File: config.mk
export PLATFORM = sky130hd
export DESIGN_NAME = traffic_threat_selector_unit_flat
export DESIGN_NICKNAME = d
export VERILOG_FILES = /design/src/sv/tts_pkg.sv /design/src/sv/tts_if.sv /design/src/sv/tts_div.sv /design/src/sv/traffic_threat_selector_unit.sv /design/src/flat_wrapper.sv
export SDC_FILE = /design/constraint.sdc
export NUM_CORES = 1
export LEC_CHECK = 0
export BUFFER_PORTS_ARGS = -buffer_cell sky130_fd_sc_hd__clkbuf_2
export CAP_MARGIN = 25
export CORE_AREA = 2 2 135 236
export CTS_CLUSTER_SIZE = 30
export DETAILED_ROUTE_END_ITERATION = 7
export DIE_AREA = 0 0 137 238
export PLACE_DENSITY = 0.66
export SLEW_MARGIN = 20
export SYNTH_ARGS = -nofsm -noshare
export SYNTH_HDL_FRONTEND = slang
export SYNTH_HIERARCHICAL = 1
export SYNTH_SLANG_ARGS = --single-unit
export TNS_END_PERCENT = 5
File: constraint.sdc
create_clock -name clk -period 6.6 [get_ports clk]
set_clock_uncertainty 0.2 [all_clocks]
set_input_delay 1.65 -clock clk [delete_from_list [all_inputs] [get_ports clk]]
set_output_delay 1.65 -clock clk [all_outputs]
set_load 0.02 [all_outputs]
File: src/sv/tts_pkg.sv
// Package for the traffic threat selector: field widths, register codes,
// reset values and angle constants. No dependencies.

package tts_pkg;

	// Field widths
	localparam int DIST_W   = 26;
	localparam int ABOVE_W  = 22;
	localparam int HEIGHT_W = 23;
	localparam int FLAGS_W  = 16;
	localparam int SPEED_W  = 16;
	localparam int ANGLE_W  = 16;
	localparam int ARR_W    = 16;
	localparam int CONE_W   = 16;
	localparam int INDEX_W  = 4;
	localparam int COUNT_W  = 5;
	localparam int CFG_W    = 26;

	// Divider: one quotient bit per cycle over the whole distance word
	localparam int DIV_STEPS  = DIST_W;
	localparam int STEP_CNT_W = $clog2(DIV_STEPS + 1);

	// Heading error arithmetic
	localparam int HEAD_W = 18;
	localparam logic [HEAD_W-1:0] FULL_TURN_CD   = HEAD_W'(36000);
	localparam logic [HEAD_W-1:0] HALF_TURN_CD   = HEAD_W'(18000);
	// three full turns less a half turn keeps course - bearing positive
	localparam logic [HEAD_W-1:0] HEADING_OFFSET = HEAD_W'(3 * 36000 - 18000);

	// Heading valid and velocity valid flags
	localparam logic [FLAGS_W-1:0] REQUIRED_FLAGS = FLAGS_W'(4 | 8);

	// Saturation limit of the nearby counter
	localparam logic [COUNT_W-1:0] COUNT_MAX = '1;

	// Configuration register indexes
	typedef enum logic [1:0] {
		REG_MAX_DISTANCE = 2'd0,
		REG_MAX_ABOVE    = 2'd1,
		REG_MAX_ARRIVAL  = 2'd2,
		REG_CONE_WIDTH   = 2'd3
	} cfg_reg_t;

	// Register reset values
	localparam logic [DIST_W-1:0]  MAX_DISTANCE_RST = DIST_W'(67108863);
	localparam logic [ABOVE_W-1:0] MAX_ABOVE_RST    = '0;
	localparam logic [ARR_W-1:0]   MAX_ARRIVAL_RST  = ARR_W'(60);
	localparam logic [CONE_W-1:0]  CONE_WIDTH_RST   = CONE_W'(3000);

endpackage

File: src/sv/tts_if.sv
// Request channels of the traffic threat selector: report input and result output.
// Depends on tts_pkg for field widths.

interface tts_report_if;
	import tts_pkg::*;

	logic                       valid;
	logic                       ready;
	logic                       alive;
	logic                       position_valid;
	logic [DIST_W-1:0]          distance_cm;
	logic signed [HEIGHT_W-1:0] height_above_cm;
	logic [FLAGS_W-1:0]         report_flags;
	logic [SPEED_W-1:0]         speed_cms;
	logic [ANGLE_W-1:0]         course_cd;
	logic [ANGLE_W-1:0]         bearing_cd;
	logic                       last_report;

	modport source (
		output valid, alive, position_valid, distance_cm, height_above_cm,
		       report_flags, speed_cms, course_cd, bearing_cd, last_report,
		input  ready
	);
	modport sink (
		input  valid, alive, position_valid, distance_cm, height_above_cm,
		       report_flags, speed_cms, course_cd, bearing_cd, last_report,
		output ready
	);
endinterface

interface tts_result_if;
	import tts_pkg::*;

	logic               valid;
	logic               ready;
	logic               threat_found;
	logic [INDEX_W-1:0] threat_index;
	logic [ARR_W-1:0]   arrival_seconds;
	logic [COUNT_W-1:0] nearby_count;

	modport source (
		output valid, threat_found, threat_index, arrival_seconds, nearby_count,
		input  ready
	);
	modport sink (
		input  valid, threat_found, threat_index, arrival_seconds, nearby_count,
		output ready
	);
endinterface

File: src/sv/tts_div.sv
// Bit-serial restoring divider: distance / speed, one quotient bit per cycle.
// Depends on tts_pkg for widths and step count.

module tts_div (
	input  logic                            clk,
	input  logic                            arst_n,
	input  logic                            start,
	input  logic [tts_pkg::DIST_W-1:0]      dividend,
	input  logic [tts_pkg::SPEED_W-1:0]     divisor,
	output logic                            busy,
	output logic                            last_step,
	output logic [tts_pkg::DIST_W-1:0]      quotient
);
	import tts_pkg::*;

	logic [DIST_W-1:0]     dvd_q;      // dividend bits shift out, quotient bits shift in
	logic [SPEED_W-1:0]    rem_q;
	logic [SPEED_W-1:0]    divisor_q;
	logic [STEP_CNT_W-1:0] cnt_q;

	logic [SPEED_W:0] trial;
	logic [SPEED_W:0] diff;
	logic             fits;

	// One restoring step
	assign trial = {rem_q, dvd_q[DIST_W-1]};
	assign diff  = trial - {1'b0, divisor_q};
	assign fits  = trial >= {1'b0, divisor_q};

	assign busy      = cnt_q != '0;
	assign last_step = cnt_q == STEP_CNT_W'(1);
	assign quotient  = dvd_q;

	// Step counter
	always_ff @(posedge clk or negedge arst_n) begin
		if (!arst_n) begin
			cnt_q <= '0;
		end else if (start) begin
			cnt_q <= STEP_CNT_W'(DIV_STEPS);
		end else if (busy) begin
			cnt_q <= cnt_q - STEP_CNT_W'(1);
		end
	end

	// Datapath shift registers
	always_ff @(posedge clk) begin
		if (start) begin
			dvd_q     <= dividend;
			rem_q     <= '0;
			divisor_q <= divisor;
		end else if (busy) begin
			dvd_q <= {dvd_q[DIST_W-2:0], fits};
			rem_q <= fits ? diff[SPEED_W-1:0] : trial[SPEED_W-1:0];
		end
	end

	// Each restoring step keeps the remainder below the divisor, unless the divisor is zero
	a_rem_bound: assert property (@(posedge clk) disable iff (!arst_n)
		busy && !start |-> rem_q < divisor_q || divisor_q == '0)
		else $error("divider remainder out of range");

	a_last_ends: assert property (@(posedge clk) disable iff (!arst_n)
		last_step && !start |=> !busy)
		else $error("divider ran past its last step");

	a_no_restart: assert property (@(posedge clk) disable iff (!arst_n)
		start |-> !busy)
		else $error("divider restarted while busy");

endmodule

File: src/sv/traffic_threat_selector_unit.sv
// Traffic threat selector top level: filters reports, times arrivals, picks the
// earliest threat per list. Depends on tts_pkg, tts_if (channels) and tts_div.
//
//  channel   dir   handshake        carries
//  reports   in    valid / ready    one aircraft report, last_report ends the list
//  results   out   valid / ready    threat summary, one per list
//  cfg       in    cfg_we           register write, cfg_idx selects, no read-back
//
// A report that needs a time of arrival passes the accept state, the bit-serial
// divider (one quotient bit per distance bit) and a decide state; other reports
// go from accept straight to decide. One report is in work at a time.
// Reset clears the list state and loads the register defaults. A result waits
// in the output register; a last report stalls in decide while it is full.

module traffic_threat_selector_unit #(
	parameter int MAX_REPORTS = 16
) (
	input  logic                      clk,
	input  logic                      arst_n,
	tts_report_if.sink                reports,
	tts_result_if.source              results,
	input  logic                      cfg_we,
	input  tts_pkg::cfg_reg_t         cfg_idx,
	input  logic [tts_pkg::CFG_W-1:0] cfg_data
);
	import tts_pkg::*;

	localparam int PW = $clog2(MAX_REPORTS + 1);

	typedef enum logic [2:0] {
		ST_IDLE   = 3'b001,
		ST_DIVIDE = 3'b010,
		ST_DECIDE = 3'b100
	} state_t;

	state_t state_q;

	// Configuration registers
	logic [DIST_W-1:0]  max_dist_q;
	logic [ABOVE_W-1:0] max_above_q;
	logic [ARR_W-1:0]   max_arr_q;
	logic [CONE_W-1:0]  cone_q;

	// List state
	logic               have_q;
	logic [ARR_W-1:0]   best_arr_q;
	logic [PW-1:0]      best_pos_q;
	logic [PW-1:0]      pos_q;
	logic [COUNT_W-1:0] within_q;

	// Current report
	logic               active_q;
	logic               near_q;
	logic               cand_q;
	logic               last_q;
	logic [HEAD_W-1:0]  hd_q;

	// Output register
	logic               out_valid_q;
	logic               out_found_q;
	logic [INDEX_W-1:0] out_index_q;
	logic [ARR_W-1:0]   out_arr_q;
	logic [COUNT_W-1:0] out_count_q;

	logic               accept;
	logic               active;
	logic               near;
	logic               cand;
	logic               div_busy;
	logic               div_last;
	logic [DIST_W-1:0]  quot;
	logic               toa_ok;
	logic [HEAD_W-1:0]  head_err;
	logic               cone_ok;
	logic               take;
	logic               out_free;
	logic               emit;
	logic               have_nx;
	logic [ARR_W-1:0]   arr_nx;
	logic [PW-1:0]      bpos_nx;
	logic [PW-1:0]      pos_nx;
	logic [COUNT_W-1:0] within_nx;
	logic [PW+INDEX_W-1:0] bpos_ext;

	assign reports.ready = state_q == ST_IDLE;
	assign accept        = reports.valid && reports.ready;

	// Filters on the incoming report
	always_comb begin
		active = pos_q < PW'(MAX_REPORTS);
		near   = active && reports.alive && reports.position_valid &&
		         reports.distance_cm <= max_dist_q;
		if (max_above_q != '0 &&
		    reports.height_above_cm > $signed({1'b0, max_above_q}))
			near = 1'b0;
		cand   = near && ((reports.report_flags & REQUIRED_FLAGS) == REQUIRED_FLAGS) &&
		         reports.speed_cms != '0;
	end

	tts_div u_div (
		.clk       (clk),
		.arst_n    (arst_n),
		.start     (accept && cand),
		.dividend  (reports.distance_cm),
		.divisor   (reports.speed_cms),
		.busy      (div_busy),
		.last_step (div_last),
		.quotient  (quot)
	);

	// Sequencer
	always_ff @(posedge clk or negedge arst_n) begin
		if (!arst_n) begin
			state_q <= ST_IDLE;
		end else begin
			unique case (state_q)
				ST_IDLE: begin
					if (accept)
						state_q <= cand ? ST_DIVIDE : ST_DECIDE;
				end
				ST_DIVIDE: begin
					if (div_last)
						state_q <= ST_DECIDE;
				end
				ST_DECIDE: begin
					if (!last_q || out_free)
						state_q <= ST_IDLE;
				end
				default: state_q <= ST_IDLE;
			endcase
		end
	end

	// Report flags captured at accept
	always_ff @(posedge clk) begin
		if (accept) begin
			active_q <= active;
			near_q   <= near;
			cand_q   <= cand;
			last_q   <= reports.last_report;
		end
	end

	// Heading error: offset on accept, then fold by one turn per cycle while dividing
	always_ff @(posedge clk) begin
		if (accept)
			hd_q <= HEAD_W'(reports.course_cd) + HEADING_OFFSET - HEAD_W'(reports.bearing_cd);
		else if (state_q == ST_DIVIDE && hd_q >= FULL_TURN_CD)
			hd_q <= hd_q - FULL_TURN_CD;
	end

	// Decide: compare against limits and the best so far
	always_comb begin
		toa_ok    = quot <= DIST_W'(max_arr_q);
		head_err  = (hd_q > HALF_TURN_CD) ? FULL_TURN_CD - hd_q : hd_q;
		cone_ok   = {head_err, 1'b0} <= (HEAD_W + 1)'(cone_q);
		take      = cand_q && toa_ok && cone_ok &&
		            (!have_q || quot[ARR_W-1:0] < best_arr_q);
		have_nx   = have_q || take;
		arr_nx    = take ? quot[ARR_W-1:0] : best_arr_q;
		bpos_nx   = take ? pos_q : best_pos_q;
		pos_nx    = active_q ? pos_q + PW'(1) : pos_q;
		within_nx = (near_q && within_q != COUNT_MAX) ? within_q + COUNT_W'(1) : within_q;
		bpos_ext  = {{INDEX_W{1'b0}}, bpos_nx};
	end

	assign out_free = !out_valid_q || results.ready;
	assign emit     = state_q == ST_DECIDE && last_q && out_free;

	// List state: update per report, clear after the last one
	always_ff @(posedge clk or negedge arst_n) begin
		if (!arst_n) begin
			have_q     <= 1'b0;
			best_arr_q <= '0;
			best_pos_q <= '0;
			pos_q      <= '0;
			within_q   <= '0;
		end else if (emit) begin
			have_q     <= 1'b0;
			best_arr_q <= '0;
			best_pos_q <= '0;
			pos_q      <= '0;
			within_q   <= '0;
		end else if (state_q == ST_DECIDE && !last_q) begin
			have_q     <= have_nx;
			best_arr_q <= arr_nx;
			best_pos_q <= bpos_nx;
			pos_q      <= pos_nx;
			within_q   <= within_nx;
		end
	end

	// Output register
	always_ff @(posedge clk or negedge arst_n) begin
		if (!arst_n) begin
			out_valid_q <= 1'b0;
		end else begin
			priority if (emit)
				out_valid_q <= 1'b1;
			else if (results.ready)
				out_valid_q <= 1'b0;
		end
	end

	always_ff @(posedge clk) begin
		if (emit) begin
			out_found_q <= have_nx;
			out_index_q <= have_nx ? bpos_ext[INDEX_W-1:0] : '0;
			out_arr_q   <= have_nx ? arr_nx : '0;
			out_count_q <= within_nx;
		end
	end

	assign results.valid           = out_valid_q;
	assign results.threat_found    = out_found_q;
	assign results.threat_index    = out_index_q;
	assign results.arrival_seconds = out_arr_q;
	assign results.nearby_count    = out_count_q;

	// Configuration writes
	always_ff @(posedge clk or negedge arst_n) begin
		if (!arst_n) begin
			max_dist_q  <= MAX_DISTANCE_RST;
			max_above_q <= MAX_ABOVE_RST;
			max_arr_q   <= MAX_ARRIVAL_RST;
			cone_q      <= CONE_WIDTH_RST;
		end else if (cfg_we) begin
			unique case (cfg_idx)
				REG_MAX_DISTANCE: max_dist_q  <= cfg_data[DIST_W-1:0];
				REG_MAX_ABOVE:    max_above_q <= cfg_data[ABOVE_W-1:0];
				REG_MAX_ARRIVAL:  max_arr_q   <= cfg_data[ARR_W-1:0];
				REG_CONE_WIDTH:   cone_q      <= cfg_data[CONE_W-1:0];
				default:          max_dist_q  <= max_dist_q;
			endcase
		end
	end

	// Divider runs exactly while the sequencer waits on it
	a_div_sync: assert property (@(posedge clk) disable iff (!arst_n)
		(state_q == ST_DIVIDE) == div_busy)
		else $error("divider and sequencer out of step");

	// Heading fold is complete by the time a candidate is decided
	a_head_folded: assert property (@(posedge clk) disable iff (!arst_n)
		state_q == ST_DECIDE && cand_q |-> hd_q < FULL_TURN_CD)
		else $error("heading error not reduced");

	// Nearby count never runs ahead of the report position, which stays within MAX_REPORTS
	a_count_bound: assert property (@(posedge clk) disable iff (!arst_n)
		9'(within_q) <= 9'(pos_q) && pos_q <= PW'(MAX_REPORTS))
		else $error("list counters inconsistent");

	// A result emitted leaves a cleared list behind
	a_emit_clears: assert property (@(posedge clk) disable iff (!arst_n)
		emit |=> results.valid && pos_q == '0 && !have_q)
		else $error("result emit did not clear the list");

endmodule

File: src/flat_wrapper.sv
// flat-port wrapper written by rule: the top's interface ports become plain ports
module traffic_threat_selector_unit_flat import tts_pkg::*;
#(
	parameter int MAX_REPORTS = 16
)
  (clk, arst_n, cfg_we, cfg_idx, cfg_data, reports_valid, reports_alive, reports_position_valid, reports_distance_cm, reports_height_above_cm, reports_report_flags, reports_speed_cms, reports_course_cd, reports_bearing_cd, reports_last_report, reports_ready, results_valid, results_threat_found, results_threat_index, results_arrival_seconds, results_nearby_count, results_ready);
  tts_report_if reports_i ();
  tts_result_if results_i ();
  input  logic clk;
  input  logic arst_n;
  input  logic cfg_we;
  input  tts_pkg::cfg_reg_t cfg_idx;
  input  logic [tts_pkg::CFG_W-1:0] cfg_data;
  input wire logic [$bits(reports_i.valid)-1:0] reports_valid;
  input wire logic [$bits(reports_i.alive)-1:0] reports_alive;
  input wire logic [$bits(reports_i.position_valid)-1:0] reports_position_valid;
  input wire logic [$bits(reports_i.distance_cm)-1:0] reports_distance_cm;
  input wire logic [$bits(reports_i.height_above_cm)-1:0] reports_height_above_cm;
  input wire logic [$bits(reports_i.report_flags)-1:0] reports_report_flags;
  input wire logic [$bits(reports_i.speed_cms)-1:0] reports_speed_cms;
  input wire logic [$bits(reports_i.course_cd)-1:0] reports_course_cd;
  input wire logic [$bits(reports_i.bearing_cd)-1:0] reports_bearing_cd;
  input wire logic [$bits(reports_i.last_report)-1:0] reports_last_report;
  output wire logic [$bits(reports_i.ready)-1:0] reports_ready;
  output wire logic [$bits(results_i.valid)-1:0] results_valid;
  output wire logic [$bits(results_i.threat_found)-1:0] results_threat_found;
  output wire logic [$bits(results_i.threat_index)-1:0] results_threat_index;
  output wire logic [$bits(results_i.arrival_seconds)-1:0] results_arrival_seconds;
  output wire logic [$bits(results_i.nearby_count)-1:0] results_nearby_count;
  input wire logic [$bits(results_i.ready)-1:0] results_ready;
  assign reports_i.valid = reports_valid;
  assign reports_i.alive = reports_alive;
  assign reports_i.position_valid = reports_position_valid;
  assign reports_i.distance_cm = reports_distance_cm;
  assign reports_i.height_above_cm = reports_height_above_cm;
  assign reports_i.report_flags = reports_report_flags;
  assign reports_i.speed_cms = reports_speed_cms;
  assign reports_i.course_cd = reports_course_cd;
  assign reports_i.bearing_cd = reports_bearing_cd;
  assign reports_i.last_report = reports_last_report;
  assign reports_ready = reports_i.ready;
  assign results_valid = results_i.valid;
  assign results_threat_found = results_i.threat_found;
  assign results_threat_index = results_i.threat_index;
  assign results_arrival_seconds = results_i.arrival_seconds;
  assign results_nearby_count = results_i.nearby_count;
  assign results_i.ready = results_ready;
  traffic_threat_selector_unit #(.MAX_REPORTS(MAX_REPORTS)) u_core (.clk(clk), .arst_n(arst_n), .reports(reports_i), .results(results_i), .cfg_we(cfg_we), .cfg_idx(cfg_idx), .cfg_data(cfg_data));
endmodule
==> metrics.md <==
| Metric | Value |
|---|---|
| Result of the run | completed |
| Die Footprint | 32610 um2 |
| Instance area at placement | 15530 um2 |
| Ordered list of cells on the worst path | inv_1 > ha_1 > or3b_1 > a21o_1 > a211oi_1 > o21ai_1 > a2111oi_4 > nor2_1 > xor2_1 > ha_1 > a21oi_1 > nand2_1 > a221oi_1 > o211ai_1 > a22oi_1 > and3_1 > buf_4 > o32ai_1 |
| Critical path required time | 6.66 ns |
| Total power | 6.042 mW |
| Number of different library cells in the post-synthesis netlist | 74 |
| IO buf count | 162 |
| Cts hold-fix bufs | 0 |
| Count of filler cells inserted in the layout | 2820 |
| Register bit total from synthesis | 226 |
| GRT Resource Usage Total | 0.2232 |
| Ys async rst share | 0.5310 |
| Kind of launch point of the worst setup path | flop |
| Average wire per cell in the routed design | 17.87 um |
| Core Box Area | 30630 um2 |
| Setup violations, final | 0 |
| Synth Warn # | 6 |
| Setup repair after global routing missed its margin | false |
| Worst IR drop on VDD | 0.0002389 V |
| Sinks on the clock net | 226 |
| Clock Power Share | 0.225 |
| Total vias in the final route | 11163 |
| Internal power component | 3.802 mW |
| Area grow syn2layout | 14.25% |
| Hold WC Path Type | reg2reg |
| Final min period | 5.619 ns |
| Sw frac | 0.3707 |
| Setup fix buffers added after clock tree synthesis | 0 |
| Type of the worst setup path | reg2reg |
| Final #Nets | 1900 |
| Overflow left after global routing | 0 |
| Cell with the most instances on the worst path | ha_1 |
| Clock tree from TritonCTS | yes |
| Relative slew slack | 0.3620 |
| Post-Route WL | 35840 um |
| Library cell contributing the largest single delay on the critical path | a2111oi_4 |
| Cell Pwr Density | 369.8 nW/um2 |
| Synthesized instance count | 1438 |
| First-pass GRT wire length | 57010 um |
| Final critical-path setup slack | 0.9805 ns |
| Category of the worst setup path capture point | flop |
| Antenna violations before repair | 0 |
| WP data arrival | 5.68 ns |
| Mean instance size in the synthesized netlist | 9.943 um2 |
| Pin count of the biggest net entering global routing | 53 |
| Worst hold slack across all endpoints | 0.2921 ns |
| Horizontal die dimension | 137 um |
| Share of the cycle needed by the critical path after routing | 0.8514 |
| Placement Rows | 85 |
| Largest incremental delay on the critical path | 0.79 ns |
| Sequential fraction of the synthesis area | 0.4247 |
| Iteration count of the initial detailed-routing pass | 5 |
| WP buf/inv | 2 |
| RePlAce Congestion | 0.9083 |
| Pre-CTS worst setup slack | 0.9397 ns |
| Most common cell after layout, fill and taps aside | inv_1 |
| Critical path peak fanout | 20 |
| Buffer depth of the longest clock path | 3 |
| Pleak | 7.557 nW |
| Kind of cell with the highest combined delay on the critical path | compound AO/OA/AOI/OAI gates |
| Combinational share of power | 0.395 |
| Via count of the first global-routing pass | 11417 |
| Worst-Margin Slew | 0.9565 ns |
| Final count of hold timing violations | 0 |
| H-tree levels | 1 |
| Detail Placement HPWL | 28450 um |
| Number of nets with antenna violations after detailed routing | 0 |
| Post-Syn Nets | 1740 |
| Buffer type at the clock tree root | clkbuf_16 |
| Quantity of gates resized following cts | 0 |
| Flip-flop cell with the highest count after synthesis | edfxtp_1 |
| Max-cap violations | 0 |
| Number of remaining DRC errors | 0 |
| Initial Utilization | 0.4668 |
| Chip Height | 238 um |
| Commonest cells after routing, fill and taps aside | inv_1 (190), clkbuf_2 (161), ha_1 (151) |
| Number of slew-limit violations in the final report | 0 |
| Fraction of layout instances using a drive strength above 1 | 0.2180 |
| Boundary pin count | 177 |
| Vias per cell | 5.565 |
| Number of enable flip-flop cells after synthesis | 90 |
| Number of DRC markers in iteration 0 | 497 |
| Insertion delay of the later-clocked pin in the worst-skew pair | 0.54 ns |
| Mapped cell area | 14300 um2 |
| Fraction of power consumed by sequential logic | 0.379 |
| Number of buffers created by CTS | 23 |
| Final setup TNS | 0 ns |
| Antenna cells | 0 |
| Summed area of non-filler cells in the final layout | 16340 um2 |
| Switching pwr | 2.240 mW |
| Clock-pin transition on the worst setup and hold timing paths | 0.06 ns |
| Achievable clock frequency | 178.0 MHz |
## through the flow
stage | std cells | util
floorplan | 1438 | -
global route | 2006 | 0.5334
CTS | 2005 | 0.5331
detailed placement | 1963 | 0.5071
global placement | 1963 | 0.5071
finish | 2006 | 0.5334
## layout make-up
cell class / instances / area [um2] / area share
multi-input cells: 979 / 7321 / 0.4481
flip-flops and latches: 226 / 6073 / 0.3718
repair buffers: 177 / 938.4 / 0.05744
clock buffers: 34 / 729.5 / 0.04465
inverters: 191 / 716.9 / 0.04388
well taps: 391 / 489.2 / 0.02995
clock inverters: 8 / 68.82 / 0.004212
## power groups by stage
| stage | combinational [mW] | clock, mW | sequential [mW] |
|---|---|---|---|
| global placement | 2.30 | 0 | 2.30 |
| floorplan | 1.82 | 0 | 2.20 |
| detailed placement | 2.38 | 0 | 2.31 |
| CTS | 2.40 | 1.39 | 2.29 |
| global route | 2.70 | 1.45 | 2.35 |
| finish | 2.39 | 1.36 | 2.29 |
## path summary, 6_finish.rpt
kind / startpoint / to / slack (ns) / depth (start not counted)
max in group asynchronous: arst_n / u_core/max_arr_q[6]$_DFFE_PN0P_ / 4.33 / 2
max: u_core/hd_q[0]$_DFFE_PP_ / u_core/results.arrival_seconds[5]$_SDFFCE_PN0P_ / 0.98 / 18
max reg2reg: u_core/hd_q[0]$_DFFE_PP_ / u_core/results.arrival_seconds[5]$_SDFFCE_PN0P_ / 0.98 / 18
min: u_core/u_div/rem_q[13]$_SDFFE_PP0P_ / u_core/u_div/rem_q[13]$_SDFFE_PP0P_ / 0.29 / 2
min reg2reg: u_core/u_div/rem_q[13]$_SDFFE_PP0P_ / u_core/u_div/rem_q[13]$_SDFFE_PP0P_ / 0.29 / 2
min in group asynchronous: arst_n / u_core/cone_q[13]$_DFFE_PN0P_ / 0.84 / 1
## tightest hold or removal path: cells and delay by family, from the launching register on
kind / cells / cell delay, ns
compound gates: 1 / 0.05
simple gates: 1 / 0.06
flops: 1 / 0.33
## sequential cells by signal (all words and copies together), names as in the netlist, 3 cells and up
| name | flops |
|---|---|
| u_core/best_pos_q | 4 |
| u_core/within_q | 5 |
| u_core/results.arrival_seconds | 16 |
| u_core/pos_q | 5 |
| u_core/u_div/cnt_q | 5 |
| u_core/max_arr_q | 16 |
| u_core/cone_q | 16 |
| u_core/max_above_q | 22 |
| u_core/results.threat_index | 4 |
| u_core/hd_q | 18 |
| u_core/results.nearby_count | 5 |
| u_core/max_dist_q | 26 |
| u_core/best_arr_q | 16 |
| u_core/u_div/rem_q | 16 |
| u_core/u_div/divisor_q | 16 |
| u_core/state_q | 3 |
| u_core/u_div/quotient | 26 |
## routing by layer
metal,GRT usage,share of wire,vias to the layer above
li1,-,-,5434
met3,0.02528,0.045,90
met2,0.4229,0.54,303
met1,0.2342,0.36,5336
met5,0,0,-
met4,0.1190,0.056,0
## cells in the mapped netlist (22+ instances only)
cell / n / share of area
ha_1: 151 / 0.13
nor3_1: 25 / 0.0088
mux2i_1: 22 / 0.015
nand2_1: 124 / 0.033
a21oi_1: 62 / 0.022
o21ai_0: 73 / 0.026
edfxtp_1: 90 / 0.19
nand4_1: 24 / 0.011
xnor2_1: 28 / 0.017
mux2_2: 82 / 0.065
xor2_1: 22 / 0.013
dfstp_2: 38 / 0.070
inv_1: 190 / 0.050
dfrtp_1: 82 / 0.14
clkbuf_1: 24 / 0.0063
nand3_1: 28 / 0.0098
nor2_1: 81 / 0.021
## logic make-up (layout without fill, tap and decap cells)
| group | Yosys count | in the layout | synth area share |
|---|---|---|---|
| AND/OR/NAND/NOR | 379 | 379 | 0.1299 |
| AO/OA/AOI/OAI | 293 | 293 | 0.1362 |
| XOR/XNOR | 50 | 50 | 0.03063 |
| multiplexers | 104 | 104 | 0.07998 |
| flip-flops | 226 | 226 | 0.4247 |
| adder cells (fa/ha/maj) | 153 | 153 | 0.1349 |
| buffers and inverters | 233 | 410 | 0.06370 |
(Power assumes the default switching activity.)
